===== config.mk =====
export PLATFORM = sky130hd
export DESIGN_NAME = two_level_priority_queue_evict_unit_flat
export DESIGN_NICKNAME = d
export VERILOG_FILES = /design/src/hdl/tlpq_pkg.sv /design/src/hdl/tlpq_if.sv /design/src/hdl/two_level_priority_queue_evict_unit.sv /design/src/flat_wrapper.sv
export SDC_FILE = /design/constraint.sdc
export NUM_CORES = 1
export LEC_CHECK = 0
export BUFFER_PORTS_ARGS = -buffer_cell sky130_fd_sc_hd__buf_2
export CAP_MARGIN = 20
export CORE_MARGIN = 1
export CORE_UTILIZATION = 45
export DETAILED_ROUTE_END_ITERATION = 10
export SYNTH_ARGS = -nofsm -noshare
export SYNTH_HDL_FRONTEND = slang
export SYNTH_SLANG_ARGS = --single-unit

===== constraint.sdc =====
create_clock -name clock -period 5.7 [get_ports clock]
set_input_delay 1.71 -clock clock [delete_from_list [all_inputs] [get_ports clock]]
set_output_delay 1.71 -clock clock [all_outputs]
set_load 0.01 [all_outputs]

===== src/hdl/tlpq_pkg.sv =====
`default_nettype none

package tlpq_pkg;

   localparam int FUNC_W = 2;
   localparam int STAT_W = 2;
   localparam int CNT_W  = 5;

   localparam logic [CNT_W-1:0] CAP_RESET = 5'd16;

   localparam logic [FUNC_W-1:0] FUNC_PUT   = 2'd0;
   localparam logic [FUNC_W-1:0] FUNC_GET   = 2'd1;
   localparam logic [FUNC_W-1:0] FUNC_CLOSE = 2'd2;

   localparam logic [STAT_W-1:0] STAT_OK     = 2'd0;
   localparam logic [STAT_W-1:0] STAT_FULL   = 2'd1;
   localparam logic [STAT_W-1:0] STAT_CLOSED = 2'd2;
   localparam logic [STAT_W-1:0] STAT_EMPTY  = 2'd3;

   typedef enum logic [0:0] {
      ST_IDLE,
      ST_WAIT
   } state_type;

   typedef struct packed {
      logic [STAT_W-1:0] status;
      logic              out_high;
      logic              evicted;
      logic              sendable;
      logic              recvable;
      logic [CNT_W-1:0]  occupancy;
   } info_type;

endpackage

`default_nettype wire


===== src/hdl/tlpq_if.sv =====
`default_nettype none

interface tlpq_req_if #(parameter int DATA_W = 32);
   logic                          valid;
   logic                          ready;
   logic [tlpq_pkg::FUNC_W-1:0]   func;
   logic                          high_priority;
   logic [DATA_W-1:0]             payload;

   modport source (output valid, func, high_priority, payload, input ready);
   modport sink   (input valid, func, high_priority, payload, output ready);
endinterface

interface tlpq_rsp_if #(parameter int DATA_W = 32);
   logic                          valid;
   logic                          ready;
   logic [tlpq_pkg::STAT_W-1:0]   status;
   logic [DATA_W-1:0]             out_data;
   logic                          out_high;
   logic                          evicted;
   logic                          sendable;
   logic                          recvable;
   logic [tlpq_pkg::CNT_W-1:0]    occupancy;

   modport source (output valid, status, out_data, out_high, evicted, sendable, recvable,
                   occupancy, input ready);
   modport sink   (input valid, status, out_data, out_high, evicted, sendable, recvable,
                   occupancy, output ready);
endinterface

`default_nettype wire


===== src/hdl/two_level_priority_queue_evict_unit.sv =====
// Two-level priority message queue with eviction.
// The req channel carries one word per access: func selects put, get or
// close, high_priority picks the ring for a put and payload is the data.
// The rsp channel returns exactly one word per access with the status, the
// data of a successful get, the eviction flag and the occupancy flags.
// The csr port writes the shared capacity; the user must write it only
// while idle, which the block does not enforce. Each ring lives in a
// synchronous memory with one read and one write port. An accepted access
// updates pointers and counts and issues the ring reads at the same edge;
// the read data is registered there and the response word is built from
// it once the response register is free. A new access is accepted only
// after the response of the last one has been loaded.
// The response register is separate, so the next access is accepted while
// a response still waits; a stalled receiver holds that word and, after
// one more access, blocks req until the response is taken.
// Reset empties and reopens the queue and sets the capacity to 16; the
// memory contents are not cleared, since an entry is read only after it
// was written.
`default_nettype none

module two_level_priority_queue_evict_unit #(
   parameter int DEPTH  = 16,
   parameter int DATA_W = 32
) (
   input  wire logic                       clock,
   input  wire logic                       reset,
   tlpq_req_if.sink                        req,
   tlpq_rsp_if.source                      rsp,
   input  wire logic                       csr_we,
   input  wire logic [tlpq_pkg::CNT_W-1:0] csr_wdata
);
   import tlpq_pkg::*;

   localparam int AW     = (DEPTH > 1) ? $clog2(DEPTH) : 1;
   localparam int CapLim = (DEPTH > 31) ? 31 : DEPTH;

   logic [DATA_W-1:0] high_mem   [DEPTH];
   logic [DATA_W-1:0] normal_mem [DEPTH];

   logic [AW-1:0]     high_rp_ff, high_rp_in, high_wp_ff, high_wp_in;
   logic [AW-1:0]     norm_rp_ff, norm_rp_in, norm_wp_ff, norm_wp_in;
   logic [CNT_W-1:0]  high_cnt_ff, high_cnt_in, norm_cnt_ff, norm_cnt_in;
   logic              closed_ff, closed_in;
   logic [CNT_W-1:0]  cap_ff;
   state_type         state_ff, state_in;
   info_type          pend_ff, pend_in;
   logic              pend_get_ff, pend_get_in;
   logic [DATA_W-1:0] high_rd_ff, norm_rd_ff;
   logic              rsp_valid_ff;
   info_type          rsp_info_ff;
   logic [DATA_W-1:0] rsp_data_ff;

   logic              accept, load_rsp;
   logic [CNT_W-1:0]  eff_cap, total, total_after;
   logic              room, do_evict;
   logic              push_h, push_n, pop_h, pop_n, do_close;

   function automatic logic [AW-1:0] advance(input logic [AW-1:0] p);
      advance = (p == AW'(DEPTH - 1)) ? '0 : p + 1'b1;
   endfunction

   assign accept  = req.valid && req.ready;
   assign eff_cap = (cap_ff > CNT_W'(CapLim)) ? CNT_W'(CapLim) : cap_ff;
   assign total   = high_cnt_ff + norm_cnt_ff;
   assign room    = total < eff_cap;

   always_comb begin
      pend_in.status   = STAT_OK;
      pend_in.out_high = 1'b0;
      pend_in.evicted  = 1'b0;
      pend_get_in      = 1'b0;
      do_evict         = 1'b0;
      push_h           = 1'b0;
      push_n           = 1'b0;
      pop_h            = 1'b0;
      pop_n            = 1'b0;
      do_close         = 1'b0;
      unique case (req.func)
         FUNC_PUT: begin
            if (closed_ff) begin
               pend_in.status = STAT_CLOSED;
            end else begin
               do_evict = !room && req.high_priority && (norm_cnt_ff != '0);
               if (!room && !do_evict) begin
                  pend_in.status = STAT_FULL;
               end else begin
                  push_h          = req.high_priority;
                  push_n          = !req.high_priority;
                  pop_n           = do_evict;
                  pend_in.evicted = do_evict;
               end
            end
         end
         FUNC_GET: begin
            if (closed_ff) begin
               pend_in.status = STAT_CLOSED;
            end else if (high_cnt_ff != '0) begin
               pop_h            = 1'b1;
               pend_in.out_high = 1'b1;
               pend_get_in      = 1'b1;
            end else if (norm_cnt_ff != '0) begin
               pop_n       = 1'b1;
               pend_get_in = 1'b1;
            end else begin
               pend_in.status = STAT_EMPTY;
            end
         end
         FUNC_CLOSE: begin
            do_close = 1'b1;
         end
         default: begin
         end
      endcase

      high_rp_in  = high_rp_ff;
      high_wp_in  = high_wp_ff;
      norm_rp_in  = norm_rp_ff;
      norm_wp_in  = norm_wp_ff;
      high_cnt_in = high_cnt_ff;
      norm_cnt_in = norm_cnt_ff;
      closed_in   = closed_ff;
      if (do_close) begin
         closed_in   = 1'b1;
         high_rp_in  = high_wp_ff;
         norm_rp_in  = norm_wp_ff;
         high_cnt_in = '0;
         norm_cnt_in = '0;
      end else begin
         if (push_h) begin
            high_wp_in  = advance(high_wp_ff);
            high_cnt_in = high_cnt_ff + 1'b1;
         end
         if (pop_h) begin
            high_rp_in  = advance(high_rp_ff);
            high_cnt_in = high_cnt_ff - 1'b1;
         end
         if (push_n && !pop_n) begin
            norm_wp_in  = advance(norm_wp_ff);
            norm_cnt_in = norm_cnt_ff + 1'b1;
         end
         if (pop_n) begin
            norm_rp_in  = advance(norm_rp_ff);
            norm_cnt_in = norm_cnt_ff - 1'b1;
         end
      end

      total_after       = high_cnt_in + norm_cnt_in;
      pend_in.sendable  = total_after < eff_cap;
      pend_in.recvable  = total_after != '0;
      pend_in.occupancy = total_after;
   end

   always_comb begin
      state_in = state_ff;
      unique case (state_ff)
         ST_IDLE: begin
            if (accept) begin
               state_in = ST_WAIT;
            end
         end
         ST_WAIT: begin
            if (load_rsp) begin
               state_in = ST_IDLE;
            end
         end
         default: begin
            state_in = ST_IDLE;
         end
      endcase
   end

   always_comb begin
      req.ready = (state_ff == ST_IDLE);
      load_rsp  = (state_ff == ST_WAIT) && (!rsp_valid_ff || rsp.ready);
   end

   always_ff @(posedge clock) begin
      if (reset) begin
         state_ff     <= ST_IDLE;
         high_rp_ff   <= '0;
         high_wp_ff   <= '0;
         norm_rp_ff   <= '0;
         norm_wp_ff   <= '0;
         high_cnt_ff  <= '0;
         norm_cnt_ff  <= '0;
         closed_ff    <= 1'b0;
         cap_ff       <= CAP_RESET;
         rsp_valid_ff <= 1'b0;
      end else begin
         state_ff <= state_in;
         if (csr_we) begin
            cap_ff <= csr_wdata;
         end
         if (accept) begin
            high_rp_ff  <= high_rp_in;
            high_wp_ff  <= high_wp_in;
            norm_rp_ff  <= norm_rp_in;
            norm_wp_ff  <= norm_wp_in;
            high_cnt_ff <= high_cnt_in;
            norm_cnt_ff <= norm_cnt_in;
            closed_ff   <= closed_in;
         end
         if (load_rsp) begin
            rsp_valid_ff <= 1'b1;
         end else if (rsp.ready) begin
            rsp_valid_ff <= 1'b0;
         end
      end
   end

   always_ff @(posedge clock) begin
      if (accept) begin
         pend_ff     <= pend_in;
         pend_get_ff <= pend_get_in;
      end
      if (load_rsp) begin
         rsp_info_ff <= pend_ff;
         if (!pend_get_ff) begin
            rsp_data_ff <= '0;
         end else if (pend_ff.out_high) begin
            rsp_data_ff <= high_rd_ff;
         end else begin
            rsp_data_ff <= norm_rd_ff;
         end
      end
   end

   always_ff @(posedge clock) begin
      if (accept) begin
         high_rd_ff <= high_mem[high_rp_ff];
      end
      if (accept && push_h) begin
         high_mem[high_wp_ff] <= req.payload;
      end
   end

   always_ff @(posedge clock) begin
      if (accept) begin
         norm_rd_ff <= normal_mem[norm_rp_ff];
      end
      if (accept && push_n) begin
         normal_mem[norm_wp_ff] <= req.payload;
      end
   end

   assign rsp.valid     = rsp_valid_ff;
   assign rsp.status    = rsp_info_ff.status;
   assign rsp.out_data  = rsp_data_ff;
   assign rsp.out_high  = rsp_info_ff.out_high;
   assign rsp.evicted   = rsp_info_ff.evicted;
   assign rsp.sendable  = rsp_info_ff.sendable;
   assign rsp.recvable  = rsp_info_ff.recvable;
   assign rsp.occupancy = rsp_info_ff.occupancy;

   a_closed_empty: assert property (@(posedge clock) disable iff (reset)
      closed_ff |-> (high_cnt_ff == '0) && (norm_cnt_ff == '0))
      else $error("closed queue holds entries");

   a_accept_wait: assert property (@(posedge clock) disable iff (reset)
      accept |=> (state_ff == ST_WAIT))
      else $error("accepted access did not enter the read wait");

   a_evict_put: assert property (@(posedge clock) disable iff (reset)
      (rsp.valid && rsp.evicted) |-> (rsp.status == STAT_OK) && !rsp.out_high
                                     && (rsp.out_data == '0))
      else $error("eviction reported on a failed put or a get");

   a_empty_flags: assert property (@(posedge clock) disable iff (reset)
      (rsp.valid && rsp.status == STAT_EMPTY) |-> !rsp.recvable && (rsp.occupancy == '0))
      else $error("empty get reports buffered entries");

endmodule

`default_nettype wire

===== src/flat_wrapper.sv =====
// flat-port wrapper written by rule: the top's interface ports become plain ports
module two_level_priority_queue_evict_unit_flat import tlpq_pkg::*;
#(
   parameter int DEPTH  = 16,
   parameter int DATA_W = 32
)
  (clock, reset, csr_we, csr_wdata, req_valid, req_func, req_high_priority, req_payload, req_ready, rsp_valid, rsp_status, rsp_out_data, rsp_out_high, rsp_evicted, rsp_sendable, rsp_recvable, rsp_occupancy, rsp_ready);
  tlpq_req_if #(.DATA_W(DATA_W)) req_i ();
  tlpq_rsp_if #(.DATA_W(DATA_W)) rsp_i ();
  input  wire logic clock;
  input  wire logic reset;
  input  wire logic csr_we;
  input  wire logic [tlpq_pkg::CNT_W-1:0] csr_wdata;
  input wire logic [$bits(req_i.valid)-1:0] req_valid;
  input wire logic [$bits(req_i.func)-1:0] req_func;
  input wire logic [$bits(req_i.high_priority)-1:0] req_high_priority;
  input wire logic [$bits(req_i.payload)-1:0] req_payload;
  output wire logic [$bits(req_i.ready)-1:0] req_ready;
  output wire logic [$bits(rsp_i.valid)-1:0] rsp_valid;
  output wire logic [$bits(rsp_i.status)-1:0] rsp_status;
  output wire logic [$bits(rsp_i.out_data)-1:0] rsp_out_data;
  output wire logic [$bits(rsp_i.out_high)-1:0] rsp_out_high;
  output wire logic [$bits(rsp_i.evicted)-1:0] rsp_evicted;
  output wire logic [$bits(rsp_i.sendable)-1:0] rsp_sendable;
  output wire logic [$bits(rsp_i.recvable)-1:0] rsp_recvable;
  output wire logic [$bits(rsp_i.occupancy)-1:0] rsp_occupancy;
  input wire logic [$bits(rsp_i.ready)-1:0] rsp_ready;
  assign req_i.valid = req_valid;
  assign req_i.func = req_func;
  assign req_i.high_priority = req_high_priority;
  assign req_i.payload = req_payload;
  assign req_ready = req_i.ready;
  assign rsp_valid = rsp_i.valid;
  assign rsp_status = rsp_i.status;
  assign rsp_out_data = rsp_i.out_data;
  assign rsp_out_high = rsp_i.out_high;
  assign rsp_evicted = rsp_i.evicted;
  assign rsp_sendable = rsp_i.sendable;
  assign rsp_recvable = rsp_i.recvable;
  assign rsp_occupancy = rsp_i.occupancy;
  assign rsp_i.ready = rsp_ready;
  two_level_priority_queue_evict_unit #(.DEPTH(DEPTH), .DATA_W(DATA_W)) u_core (.clock(clock), .reset(reset), .req(req_i), .rsp(rsp_i), .csr_we(csr_we), .csr_wdata(csr_wdata));
endmodule

==> impl_metrics.csv <==
group,metric,value,unit
global_route,grt_max_degree,99,
flow_run,maxCapViolations,0,
clocking,cts_setup_buffers,0,
sta,fin_skew,0.0438,ns
critical_path,crit_fanout,7,
die,core,100000,um^2
sta,timing.fmax,187,MHz
route,drt-met1-wl,44.1,mm
logic_synthesis,ys_seq_area_frac,0.772,
finish,fin_cells,3569,
route,routed_wl,102,mm
route,vias_per_cell,5.91,
pwr,combPwrFrac,0.034,
sta,finalHoldViolations,0,
pwr,p_leak,16.1,nW
route,route.detailed.wl_per_inst,28.5,um
sta,finalSetupViolations,0,
finish,area_growth,13.8,%
die,io_pins,90,
pwr,seqPwrFrac,0.542,
sta,setup_tns,0,ns
die,start_util,0.453,
logic_synthesis,synth_seq_cells,1177,
sta,slew_headroom,0.322,
clocking,htree_num_levels,3,
clocking,postCtsHoldBufs,0,
clocking,cts_tree,"built",
logic_synthesis,ys_types,62,
pwr,sw_frac_of_total,0.202,
clocking,clockRootBuffer,"clkbuf_16",
clocking,cts_resized,0,
critical_path,crit_type,"reg2reg",
critical_path,worstPathRequired,6.11,ns
logic_synthesis,synthCells,2001,
global_route,grt-ovfl-total,0,
logic_synthesis,synth_ff_type,"edfxtp_1",
route,firstDrtPassIters,7,
pwr,intPower,14.2,mW
die,die_x,319,um
route,vias,21100,
global_route,grt_pass1_wl,150,mm
placed_design,dp.cells,3350,
critical_path,cp-start-kind,"register",
sta,rsz0062_at_grt,"false",
logic_synthesis,synth_edf_count,1143,
pwr,p_clk_frac,0.423,
die,die_h,319,um
placed_design,place.gp.congestion,0.841,
sta,tightestPinTransition,1.02,ns
sta,fin_crit_sh,0.938,
pwr,powerDensity,344,nW/um^2
clocking,clock_latency,0.70,ns
critical_path,arrival,5.76,ns
logic_synthesis,synth_area_per_cell,22.6,um^2
finish,fill_cells,7681,
pwr,switchingPower,3.59,mW
route,first_iter_violations,2102,
clocking,clk_pin_slew,0.06,ns
route,met2_length,49.6,mm
route,detail-route-antenna-nets,0,
sta,drv_slew,0,
global_route,antenna_found_initial,3,
logic_synthesis,syn_nets,2078,
clocking,clk_path_buf_depth,3,
finish,layout.nets,2246,
finish,drive_gt1_frac,0.304,
placed_design,dp.final_hpwl,56.4,mm
sta,min_period,5.35,ns
pwr,ir_drop,0.000252,V
logic_synthesis,syn-cell-area,45300,um^2
critical_path,endpoint_kind,"register",
logic_synthesis,yosysWarnings,0,
status,status,"finished clean",
worst_hold_path,holdCritPathClass,"reg2reg",
route,dr_wl_met3,6.27,mm
clocking,numCtsBuffers,115,
die,dieArea,102000,um^2
global_route,grt_pass1_vias,21900,
clocking,cts.sinks,1177,
placed_design,io_buffers,89,
global_route,grtUsageTotal,0.203,
die,num_rows,116,
route,drcViolationCount,0,
logic_synthesis,ys_async_sr_fraction,0,
route,highest-signal-layer,"met5",
final timing paths:
check                   startpoint            endpoint  slack, ns  cells past startpoint
min              u_core.pend_ff[7]  u_core.rsp.evicted       0.40                      0
max reg2reg  u_core.norm_cnt_ff[0]   u_core.pend_ff[6]       0.35                     24
min reg2reg      u_core.pend_ff[7]  u_core.rsp.evicted       0.40                      0
max          u_core.norm_cnt_ff[0]   u_core.pend_ff[6]       0.35                     24
critical path, stage by stage (launching register included):
cell and delay, ns:
dfxtp_1 0.49, ha_1 0.23, inv_1 0.06, fa_1 0.42, inv_1 0.07, a21o_1 0.11
a21oi_1 0.07, xnor2_1 0.14, ha_1 0.30, o21ai_0 0.14, o221a_2 0.34, and2_1 0.22
nor2_1 0.20, xnor2_1 0.16, nor2_1 0.07, ha_1 0.25, fa_1 0.40, a21o_1 0.17
a21oi_1 0.31, nand2_1 0.10, mux2i_1 0.25, a211oi_4 0.11, xnor2_1 0.15, ha_1 0.31
a21oi_1 0.06
cell usage after synthesis, types with 11 or more instances:
cell      count  area, um^2
inv_1        18        67.6
dfxtp_1      34         681
mux2i_1      40         400
a21oi_1      37         185
nor3_1       19        95.1
o21ai_0      11        55.1
nor2b_1      34         213
ha_1         30         375
mux4_2      320        7210
clkbuf_1     61         229
nor2_1       65         244
edfxtp_1   1143       34300
buf_2        18        90.1
nand2_1      36         135
buf_1        22        82.6
routing by layer:
layer | up-vias | track usage
li1 | 8758 | -
met1 | 11400 | 0.296
met2 | 781 | 0.323
met3 | 133 | 0.0315
met4 | 2 | 0.0463
met5 | - | 0
through the flow:
| stage | area, um^2 | util | total power, mW | hold WS (ns) | setup slack, ns |
|---|---|---|---|---|---|
| 2_1_floorplan | 45300 | - | 10.2 | 0.400 | 0.0547 |
| 3_3_place_gp | 47800 | 0.478 | 10.4 | 0.401 | 0.225 |
| 3_5_place_dp | 47800 | 0.478 | 10.4 | 0.409 | 0.166 |
| 4_1_cts | 51600 | 0.516 | 17.9 | 0.408 | 0.378 |
| 5_1_grt | 51600 | 0.516 | 18.3 | 0.412 | 0.0636 |
| 6_report | 51600 | 0.516 | 17.8 | 0.404 | 0.353 |
power groups by stage:
stage | Clock (mW) | Combinational, mW | Sequential (mW)
6_report | 7.52 | 0.611 | 9.63
5_1_grt | 7.99 | 0.663 | 9.63
4_1_cts | 7.68 | 0.625 | 9.63
3_5_place_dp | 0 | 0.622 | 9.82
3_3_place_gp | 0 | 0.607 | 9.81
2_1_floorplan | 0 | 0.359 | 9.79
flip-flops by register name, summed over array words and instances, names as in the netlist, 5 cells and up:
register,count
u_core.rsp.occupancy,5
u_core.cap_ff,5
u_core.norm_rd_ff,32
u_core.rsp.out_data,32
u_core.high_cnt_ff,5
u_core.norm_cnt_ff,5
u_core.pend_ff,11
u_core.high_rd_ff,32
u_core.high_mem,512
u_core.normal_mem,512
cell families after synthesis:
| family | count (synthesis) | synth area share |
|---|---|---|
| AO/OA/AOI/OAI | 91 | 0.0137 |
| adder cells (fa/ha/maj) | 32 | 0.00917 |
| XOR/XNOR | 17 | 0.00329 |
| buffers and inverters | 123 | 0.0109 |
| multiplexers | 362 | 0.168 |
| flip-flops | 1177 | 0.772 |
| AND/OR/NAND/NOR | 199 | 0.0222 |
cells in the final DEF (no fill, tap or decap), drive strengths merged, types with 7 or more instances in the layout:
cell type  synthesis  routed
edfxtp          1143    1143
mux4             320     320
buf               41     154
clkbuf            62     148
nor2              68      68
clkinv             1      54
mux2i             40      40
a21oi             39      39
nand2             37      37
nor2b             34      34
dfxtp             34      34
ha                30      30
inv               19      22
nor3              19      19
o21ai             14      14
bufinv             0      13
xor2              10      10
nand3             10      10
nand2b             9       9
xnor2              7       7
final cells by class:
| cell class | instances | area [um^2] | share of cell area |
|---|---|---|---|
| Inverter | 20 | 77.6 | 0.00150 |
| Multi-Input combinational cell | 701 | 10100 | 0.195 |
| Sequential cell | 1177 | 35000 | 0.679 |
| Antenna cell | 1 | 2.50 | 0.0000485 |
| Clock inverter | 70 | 719 | 0.0140 |
| Tap cell | 1298 | 1620 | 0.0315 |
| Clock buffer | 148 | 3030 | 0.0588 |
| Timing Repair Buffer | 154 | 1030 | 0.0200 |
No activity file was read; power rests on OpenSTA's default activity.
